[config.mk]
export PLATFORM = sky130hd
export DESIGN_NAME = hamming_ratio_test_matcher
export DESIGN_NICKNAME = d
export VERILOG_FILES = /design/src/hdl/hrtm_pkg.sv /design/src/hdl/hrtm_popcount.sv /design/src/hdl/hrtm_decide.sv /design/src/hdl/hamming_ratio_test_matcher.sv
export SDC_FILE = /design/constraint.sdc
export NUM_CORES = 1
export LEC_CHECK = 0
export BUFFER_PORTS_ARGS = -buffer_cell sky130_fd_sc_hd__buf_2
export CORE_MARGIN = 4
export CORE_UTILIZATION = 36
export CTS_CLUSTER_DIAMETER = 200
export CTS_CLUSTER_SIZE = 12
export DETAILED_ROUTE_END_ITERATION = 10
export SLEW_MARGIN = 20
export SYNTH_ARGS = -nofsm -noshare
export SYNTH_HDL_FRONTEND = slang
export SYNTH_SLANG_ARGS = --single-unit
[constraint.sdc]
create_clock -name clk -period 29.6 [get_ports clk]
set_clock_uncertainty 0.1 [all_clocks]
set_input_delay 5.92 -clock clk [delete_from_list [all_inputs] [get_ports clk]]
set_output_delay 5.92 -clock clk [all_outputs]
set_load 0.05 [all_outputs]
[src/hdl/hrtm_pkg.sv]
package hrtm_pkg;

    localparam int DESC_BITS = 256;
    localparam int WORD_BITS = 64;
    localparam int NUM_WORDS = DESC_BITS / WORD_BITS;
    localparam int WI_W      = 2;
    localparam int DIST_W    = 9;
    localparam int IDX_W     = 12;
    localparam int POP_W     = 7;
    localparam int REG_W     = 9;
    localparam int ADDR_W    = 3;

    localparam logic [WI_W-1:0]   LAST_WORD = WI_W'(NUM_WORDS - 1);
    localparam logic [DIST_W-1:0] DIST_NONE = DIST_W'(DESC_BITS);

    // operation codes
    localparam logic [1:0] OP_LOAD   = 2'd0;
    localparam logic [1:0] OP_CAND   = 2'd1;
    localparam logic [1:0] OP_FINISH = 2'd2;

    // reject reasons
    localparam logic [1:0] REASON_ACCEPT  = 2'd0;
    localparam logic [1:0] REASON_THRESH  = 2'd1;
    localparam logic [1:0] REASON_RATIO   = 2'd2;
    localparam logic [1:0] REASON_NO_CAND = 2'd3;

    // register indexes
    localparam logic REG_THRESHOLD = 1'b0;
    localparam logic REG_RATIO     = 1'b1;

    localparam logic [REG_W-1:0] THRESHOLD_RESET = 9'd50;
    localparam logic [REG_W-1:0] RATIO_RESET     = 9'd154;

    typedef struct packed {
        logic [DIST_W-1:0] best;
        logic [DIST_W-1:0] second;
        logic [IDX_W-1:0]  best_idx;
        logic              have;
    } track_t;

    typedef struct packed {
        logic              match_found;
        logic [IDX_W-1:0]  best_index;
        logic [DIST_W-1:0] best_distance;
        logic [DIST_W-1:0] second_distance;
        logic [1:0]        reject_reason;
    } result_t;

endpackage

[src/hdl/hrtm_popcount.sv]
module hrtm_popcount (
    input  logic [hrtm_pkg::WORD_BITS-1:0] word,
    output logic [hrtm_pkg::POP_W-1:0]     count
);
    import hrtm_pkg::*;

    logic [1:0] l1 [32];
    logic [2:0] l2 [16];
    logic [3:0] l3 [8];
    logic [4:0] l4 [4];
    logic [5:0] l5 [2];

    // balanced adder tree, one level per loop
    always_comb
    begin
        for (int i = 0; i < 32; i++)
        begin
            l1[i] = {1'b0, word[2*i]} + {1'b0, word[2*i+1]};
        end
        for (int i = 0; i < 16; i++)
        begin
            l2[i] = {1'b0, l1[2*i]} + {1'b0, l1[2*i+1]};
        end
        for (int i = 0; i < 8; i++)
        begin
            l3[i] = {1'b0, l2[2*i]} + {1'b0, l2[2*i+1]};
        end
        for (int i = 0; i < 4; i++)
        begin
            l4[i] = {1'b0, l3[2*i]} + {1'b0, l3[2*i+1]};
        end
        for (int i = 0; i < 2; i++)
        begin
            l5[i] = {1'b0, l4[2*i]} + {1'b0, l4[2*i+1]};
        end
        count = {1'b0, l5[0]} + {1'b0, l5[1]};
    end

endmodule

[src/hdl/hrtm_decide.sv]
module hrtm_decide (
    input  hrtm_pkg::track_t              track,
    input  logic [hrtm_pkg::REG_W-1:0]    threshold,
    input  logic [hrtm_pkg::REG_W-1:0]    ratio,
    output hrtm_pkg::result_t             result
);
    import hrtm_pkg::*;

    logic [2*REG_W-1:0] ratio_prod;
    logic [2*REG_W-1:0] best_scaled;
    logic [1:0]         reason;

    // ratio * second < 256 * best
    assign ratio_prod  = {{REG_W{1'b0}}, ratio} * {{(2*REG_W-DIST_W){1'b0}}, track.second};
    assign best_scaled = {{(2*REG_W-DIST_W-8){1'b0}}, track.best, 8'd0};

    always_comb
    begin
        if (!track.have)
        begin
            reason = REASON_NO_CAND;
        end
        else if (threshold < track.best)
        begin
            reason = REASON_THRESH;
        end
        else if (ratio_prod < best_scaled)
        begin
            reason = REASON_RATIO;
        end
        else
        begin
            reason = REASON_ACCEPT;
        end
        result.match_found     = (reason == REASON_ACCEPT);
        result.best_index      = track.best_idx;
        result.best_distance   = track.best;
        result.second_distance = track.second;
        result.reject_reason   = reason;
    end

endmodule

[src/hdl/hamming_ratio_test_matcher.sv]
// a finish word's result is registered: it passes the input register, then the result register
// throughput: one word per cycle while no finish word waits; load and candidate words never stall
// a finish word waits in the work stage only while the result register is full
// reset: asynchronous active low, clears the search state and the handshakes,
// threshold returns to 50 and ratio to 154; the query store is not cleared
module hamming_ratio_test_matcher (
    input  logic                               clk,
    input  logic                               rst_n,
    // input channel
    input  logic                               in_valid,
    output logic                               in_ready,
    input  logic [1:0]                         operation,
    input  logic [hrtm_pkg::WI_W-1:0]          word_index,
    input  logic [hrtm_pkg::WORD_BITS-1:0]     descriptor_word,
    input  logic [hrtm_pkg::IDX_W-1:0]         candidate_index,
    input  logic                               candidate_skip,
    // result channel
    output logic                               out_valid,
    input  logic                               out_ready,
    output logic                               match_found,
    output logic [hrtm_pkg::IDX_W-1:0]         best_index,
    output logic [hrtm_pkg::DIST_W-1:0]        best_distance,
    output logic [hrtm_pkg::DIST_W-1:0]        second_distance,
    output logic [1:0]                         reject_reason,
    // configuration port
    input  logic                               psel,
    input  logic                               penable,
    input  logic                               pwrite,
    input  logic [hrtm_pkg::ADDR_W-1:0]        paddr,
    input  logic [31:0]                        pwdata,
    output logic [31:0]                        prdata,
    output logic                               pready
);
    import hrtm_pkg::*;

    // ---------------------------------------------------------------
    // configuration registers
    // ---------------------------------------------------------------
    logic [REG_W-1:0] threshold_reg;
    logic [REG_W-1:0] ratio_reg;
    logic             cfg_write;
    logic             cfg_sel;

    assign pready    = 1'b1;
    assign cfg_sel   = paddr[2];
    assign cfg_write = psel && penable && pwrite;

    always_ff @(posedge clk or negedge rst_n)
    begin
        if (!rst_n)
        begin
            threshold_reg <= THRESHOLD_RESET;
            ratio_reg     <= RATIO_RESET;
        end
        else if (cfg_write)
        begin
            case (cfg_sel)
                REG_THRESHOLD: threshold_reg <= pwdata[REG_W-1:0];
                REG_RATIO:     ratio_reg     <= pwdata[REG_W-1:0];
                default:       threshold_reg <= threshold_reg;
            endcase
        end
    end

    // read back, zero extended
    always_comb
    begin
        case (cfg_sel)
            REG_THRESHOLD: prdata = {{(32-REG_W){1'b0}}, threshold_reg};
            REG_RATIO:     prdata = {{(32-REG_W){1'b0}}, ratio_reg};
            default:       prdata = '0;
        endcase
    end

    // ---------------------------------------------------------------
    // input register: holds the accepted word for the work stage
    // ---------------------------------------------------------------
    logic                  s1_valid_reg;
    logic                  s1_valid_next;
    logic [1:0]            s1_op_reg;
    logic [WI_W-1:0]       s1_wi_reg;
    logic [WORD_BITS-1:0]  s1_word_reg;
    logic [IDX_W-1:0]      s1_cidx_reg;
    logic                  s1_skip_reg;
    logic                  s1_advance;
    logic                  in_accept;
    logic                  out_valid_reg;
    logic                  out_valid_next;

    // only a finish word needs room downstream
    assign s1_advance = s1_valid_reg &&
                        ((s1_op_reg != OP_FINISH) || !out_valid_reg || out_ready);
    assign in_ready   = !s1_valid_reg || s1_advance;
    assign in_accept  = in_valid && in_ready;

    always_comb
    begin
        if (in_accept)
        begin
            s1_valid_next = 1'b1;
        end
        else if (s1_advance)
        begin
            s1_valid_next = 1'b0;
        end
        else
        begin
            s1_valid_next = s1_valid_reg;
        end
    end

    always_ff @(posedge clk or negedge rst_n)
    begin
        if (!rst_n)
        begin
            s1_valid_reg <= 1'b0;
        end
        else
        begin
            s1_valid_reg <= s1_valid_next;
        end
    end

    // payload, no reset needed
    always_ff @(posedge clk)
    begin
        if (in_accept)
        begin
            s1_op_reg   <= operation;
            s1_wi_reg   <= word_index;
            s1_word_reg <= descriptor_word;
            s1_cidx_reg <= candidate_index;
            s1_skip_reg <= candidate_skip;
        end
    end

    // ---------------------------------------------------------------
    // query store: four words, undefined until loaded
    // ---------------------------------------------------------------
    logic [WORD_BITS-1:0] query_mem [NUM_WORDS];
    logic                 s1_do_load;
    logic                 s1_do_cand;
    logic                 s1_do_finish;

    assign s1_do_load   = s1_advance && (s1_op_reg == OP_LOAD);
    assign s1_do_cand   = s1_advance && (s1_op_reg == OP_CAND);
    assign s1_do_finish = s1_advance && (s1_op_reg == OP_FINISH);

    always_ff @(posedge clk)
    begin
        if (s1_do_load)
        begin
            query_mem[s1_wi_reg] <= s1_word_reg;
        end
    end

    // ---------------------------------------------------------------
    // distance of this word and running sum, saturating at full length
    // ---------------------------------------------------------------
    logic [POP_W-1:0]  word_dist;
    logic [DIST_W:0]   acc_sum;
    logic [DIST_W-1:0] acc_sat;
    logic [DIST_W-1:0] running_reg;
    logic [DIST_W-1:0] running_next;

    hrtm_popcount u_popcount (
        .word  (s1_word_reg ^ query_mem[s1_wi_reg]),
        .count (word_dist)
    );

    always_comb
    begin
        if (s1_wi_reg == '0)
        begin
            acc_sum = {{(DIST_W+1-POP_W){1'b0}}, word_dist};
        end
        else
        begin
            acc_sum = {1'b0, running_reg} + {{(DIST_W+1-POP_W){1'b0}}, word_dist};
        end
        if (acc_sum > {1'b0, DIST_NONE})
        begin
            acc_sat = DIST_NONE;
        end
        else
        begin
            acc_sat = acc_sum[DIST_W-1:0];
        end
    end

    // ---------------------------------------------------------------
    // best and second-best tracking, strict less-than
    // ---------------------------------------------------------------
    track_t track_reg;
    track_t track_next;
    track_t track_clear;

    assign track_clear = '{best: DIST_NONE, second: DIST_NONE, best_idx: '0, have: 1'b0};

    always_comb
    begin
        running_next = running_reg;
        track_next   = track_reg;
        if (s1_do_cand)
        begin
            running_next = acc_sat;
            // judged on the last word of a candidate that is not skipped
            if ((s1_wi_reg == LAST_WORD) && !s1_skip_reg)
            begin
                if (acc_sat < track_reg.best)
                begin
                    track_next.second   = track_reg.best;
                    track_next.best     = acc_sat;
                    track_next.best_idx = s1_cidx_reg;
                end
                else if (acc_sat < track_reg.second)
                begin
                    track_next.second = acc_sat;
                end
                track_next.have = 1'b1;
            end
        end
        else if (s1_do_finish)
        begin
            // new query starts from a clean search
            running_next = '0;
            track_next   = track_clear;
        end
    end

    always_ff @(posedge clk or negedge rst_n)
    begin
        if (!rst_n)
        begin
            running_reg <= '0;
            track_reg   <= '{best: DIST_NONE, second: DIST_NONE, best_idx: '0, have: 1'b0};
        end
        else
        begin
            running_reg <= running_next;
            track_reg   <= track_next;
        end
    end

    // ---------------------------------------------------------------
    // decision and result register
    // ---------------------------------------------------------------
    result_t decision;
    result_t result_reg;

    hrtm_decide u_decide (
        .track     (track_reg),
        .threshold (threshold_reg),
        .ratio     (ratio_reg),
        .result    (decision)
    );

    always_comb
    begin
        if (s1_do_finish)
        begin
            out_valid_next = 1'b1;
        end
        else if (out_ready)
        begin
            out_valid_next = 1'b0;
        end
        else
        begin
            out_valid_next = out_valid_reg;
        end
    end

    always_ff @(posedge clk or negedge rst_n)
    begin
        if (!rst_n)
        begin
            out_valid_reg <= 1'b0;
        end
        else
        begin
            out_valid_reg <= out_valid_next;
        end
    end

    always_ff @(posedge clk)
    begin
        if (s1_do_finish)
        begin
            result_reg <= decision;
        end
    end

    assign out_valid       = out_valid_reg;
    assign match_found     = result_reg.match_found;
    assign best_index      = result_reg.best_index;
    assign best_distance   = result_reg.best_distance;
    assign second_distance = result_reg.second_distance;
    assign reject_reason   = result_reg.reject_reason;

endmodule

Word level (Yosys, flattened, before mapping)
Memory sizes are Yosys's and may differ from the RTL's. A register that Yosys moved wholly into a read port is not among the register bits.
Cells that the tools add are included.
Widths: inputs -> output; s select.
- multipliers: 1
- reduce and logical (&&, ||, !) cells: 25
- divide/modulo/power cells: 0
- muxes and demuxes: 22
- eq/ne operators: 7
- shift-type cells: 0
- magnitude comparators: 5
- bitwise gates (word level): 2
- add/subtract/negate cells: 64
- operators with widths (kind ; count):
    $mux 31 ; 3
    $add 1x1->2 ; 32
    $pmux 32 s2 ; 1
    $xor 64x64->64 ; 1
    $mux 9 ; 6
    $add 2x2->3 ; 16
    $add 3x3->4 ; 8
    $lt 9x9->1 ; 3
    $add 4x4->5 ; 4
    $lt 18x17->1 ; 1
    $mul 9x9->18 ; 1
    $add 5x5->6 ; 2
    $mux 12 ; 1
    $add 9x7->10 ; 1
    $gt 10x9->1 const B ; 1
    $mux 10 ; 1
    $logic_and 1x1->1 ; 8
    $mux 2 ; 4
    $add 6x6->7 ; 1
    $logic_not 2->1 ; 3
    $mux 1 ; 6
    $reduce_and 2->1 ; 3
    $reduce_and 3->1 ; 2
    $reduce_bool 2->1 ; 3
    8 further kinds ; 14
- memories kept: 1
- flip-flop bits (word level): 174
- RAM bits: 256
- ROM bits: 0
- bits in latches: 0
- memory list (memory ; words ; bits a word ; rd ports ; clocked after Yosys merged registers in ; write ports ; line ; RTL):
    query_mem ; 4 ; 64 ; 1 ; 1 ; 1 ; hamming_ratio_test_matcher.sv:140 ; logic [WORD_BITS-1:0] query_mem [NUM_WORDS];

Longest topological paths before layout
- depth in word-level cells: 16
- mapped depth: 42
- mapped depth without buffers: 38

Cells and area by module
From an unflattened synthesis, not the netlist that was laid out.
- cells, all modules: 1432
- area total of the unflattened synthesis: 21918.5 um^2
- by module, submodules not included (module ; instances ; cells each ; area each (um^2) ; seq. area each (um^2)):
    hamming_ratio_test_matcher ; 1 ; 884 ; 17025.1 ; 12663.4
    hrtm_decide ; 1 ; 376 ; 3164.3 ; 0.0
    hrtm_popcount ; 1 ; 172 ; 1729.2 ; 0.0

Least setup slack after synthesis
Ideal clock, no wire load.
- kind: input -> output
- from: in paddr[2] in the netlist's numbering
- to: out prdata[0]
- arrival time: 6731 ps
- stages: 2
- setup slack: 16849 ps
- cell sequence: clkbuf_1 -> mux2_2
- word-level cells in the longest chain between the ends: 2
- ends and longest elaborated chain (element ; line ; RTL):
    start, declared ; hamming_ratio_test_matcher.sv:29 ; input logic [hrtm_pkg::ADDR_W-1:0] paddr,
    $not 1->1 (no line) ; n/a ;
    $pmux 32 s2 * ; hamming_ratio_test_matcher.sv:68 ; case (cfg_sel)
    end, declared ; hamming_ratio_test_matcher.sv:31 ; output logic [31:0] prdata,
Every way passes the cells marked *; elsewhere a longest branch is shown, timed or not. The select of a mux whose other input is x is not followed.

==> impl_metrics.csv <==
group,metric,value,unit
status,outcome,"finished clean",
clocking,ctsResizeCount,0,
finish,largest_reg_flops,256,
route,drc_errors,0,
route,wirelength,42600,µm
setup_path,worst_path_max_delay_cell,"dfxtp_4",
timing,period_needed,13.08,ns
yosys,synth.area.top_cells,"edfxtp_1 (52%), fa_1 (9.8%), mux4_2 (6.8%)",
route,dr.first_iter.drc_count,691,
finish,nNetsFinal,1789,
setup_path,slowest_delay,0.76,ns
yosys,syn_inst,1321,
die,die_h,251,µm
clocking,clk_path_buf_depth,3,
yosys,synthFlopType,"edfxtp_1",
die,die_w,251,µm
yosys,synth_top_area_share,52.4,%
clocking,clock_latency,0.57,ns
global_route,grt_overflow,0,
setup_path,critPathRequiredTime,29.93,ns
yosys,synth_area,21200,µm²
yosys,synth_largest_area_cell,"edfxtp_1",
clocking,path_clk_slew,0.07,ns
die,ios,191,
finish,syn_to_final_growth,12.8,%
clocking,cts_sinks,432,
clocking,root_buffer,"clkbuf_16",
placed_design,io_buffers,141,
yosys,synth-seq-cells,432,
route,ant_nets,0,
setup_path,cp_max_fo,36,
setup_path,cpMostUsedCell,"fa_1",
finish,drive_above_1_share,22.7,%
die,core_area,58000,µm²
setup_path,worstSetupStartpointType,"register",
setup_path,end_kind,"register",
global_route,grt_pass1_wl,67100,µm
timing,rsz0062_at_grt,"no",
yosys,synth-async-reset-ratio,13.9,%
min_path,hold_depth,0,
clocking,postCtsSetupBuffers,0,
placed_design,hpwl,28600,µm
die,start_util,36.5,%
timing,setup_violations,0,
clocking,htree_num_levels,2,
clocking,cts_tree,"built",
clocking,cts_hold_buf,0,
timing,final.period_utilization,44.2,%
global_route,antenna_found_initial,2,
yosys,synth-edff-count,370,
timing,fmax,0.0765,GHz
setup_path,arrival,13.41,ns
min_path,holdPathEnd,"best_index[2]",
finish,layout_commonest_cell,"edfxtp_1",
setup_path,r2r_end,"track_reg[29]",
global_route,grt_pass1_vias,11600,
yosys,seq_area_frac_synth,59.8,%
timing,hold_viol,0,
yosys,syn_area_per_cell,16.0,µm²
finish,fill_cells,5239,
timing,hold_slack,0.352,ns
yosys,yosysWarnings,0,
route,via_per_inst,4.82,
setup_path,critPathKind,"reg2reg",
timing,worstMarginPinSlew,1.04,ns
route,first_pass_iters,5,
min_path,hold_class,"reg2reg",
die,rows,88,
finish,multi_input_area,7830,µm²
timing,max_slew_margin,30.5,%
die,fp.dieArea,62800,µm²
setup_path,r2r_setup_slack,16.52,ns
timing,slew_viol_final,0,
global_route,grt_max_degree,65,
route,vias,10900,
run,cap_viol_max_count,0,
route,avgRoutedWirePerCell,18.8,µm
placed_design,pre_cts_slack,16.42,ns
min_path,worstHoldStart,"track_reg[3]",
global_route,grt_use_total,13.6,%
yosys,synth_cell_types,67,
timing,setup_slack,16.52,ns
timing,setup-tns-final,0,ns
placed_design,gp_congestion,0.790,
finish,ff_latch_area,12700,µm²
finish,final_cell_mix,"edfxtp_1 (370), buf_2 (141), inv_1 (125)",
setup_path,reg2regPathDepth,36,
clocking,cts_made_buffers,41,
[cell families after synthesis]
group	share of synthesized area [%]
muxes	9.86
xor gates and xnor gates	3.43
and+or+nand+nor	4.58
adders and majority gates	15.0
other	0.0354
buffers and inverters	3.83
DFF	59.8
AOI/OAI and AO/OA	3.49
[metal layers]
metal  routed length [µm]  up-vias  global-route usage [%]  part of all wire (%)
li1                     -     5020                       -                     -
met1                19500     5641                    19.0                    46
met2                20700      185                    22.2                    49
met3                 1570       54                    2.31                   3.7
met4                  873        2                    3.87                   2.0
met5                   13        -                       0                 0.030
[metrics by stage]
step	util, %	area, µm²	instances
6_report	41.2	23900	2264
5_1_grt	41.2	23900	2264
4_1_cts	41.2	23900	2263
3_5_place_dp	39.2	22700	2197
3_3_place_gp	39.2	22700	2197
2_1_floorplan	-	21300	1343
[cell usage after synthesis (21+ instances only)]
library cell and count:
and2_1 29, dfrtp_1 51, nand2_1 100, ha_1 87, inv_1 126, buf_4 25, mux4_2 64, xor2_1 47
mux2_2 37, edfxtp_1 370, fa_1 104, a21oi_1 25, clkbuf_1 28, xnor2_1 36, nor2_1 21
[worst max-delay path: cells and delay by family (launching register included)]
family | cells | cell delay (ns)
simple gates | 2 | 0.78
compound gates | 13 | 3.30
xor+xnor | 2 | 0.39
fa+ha+maj | 12 | 5.50
flops | 1 | 0.76
mux | 2 | 1.11
buf+inv | 5 | 0.94
[worst max path at each step]
stage / cells past startpoint / end / from / slack (ns)
global placement: 36 / track_reg[29] / register / 16.52
finish: 36 / track_reg[29] / register / 16.52
floorplan: 2 / prdata[0] / paddr[2] / 16.85
global route: 36 / track_reg[29] / register / 15.71
detailed placement: 36 / track_reg[29] / register / 16.42
CTS: 36 / track_reg[29] / register / 16.37
[cell type report]
| class | instances | area share, % |
|---|---|---|
| antenna | 1 | 0.0105 |
| clock buffer | 64 | 4.74 |
| clock inverter | 2 | 0.152 |
| inverter | 126 | 1.98 |
| multi-input combinational | 721 | 32.8 |
| sequential | 432 | 53.0 |
| tap | 765 | 4.01 |
| timing repair buffer | 153 | 3.33 |
Power is not shown: default switching activity piles up to over one toggle a cycle in this logic, so the estimate is an artifact.
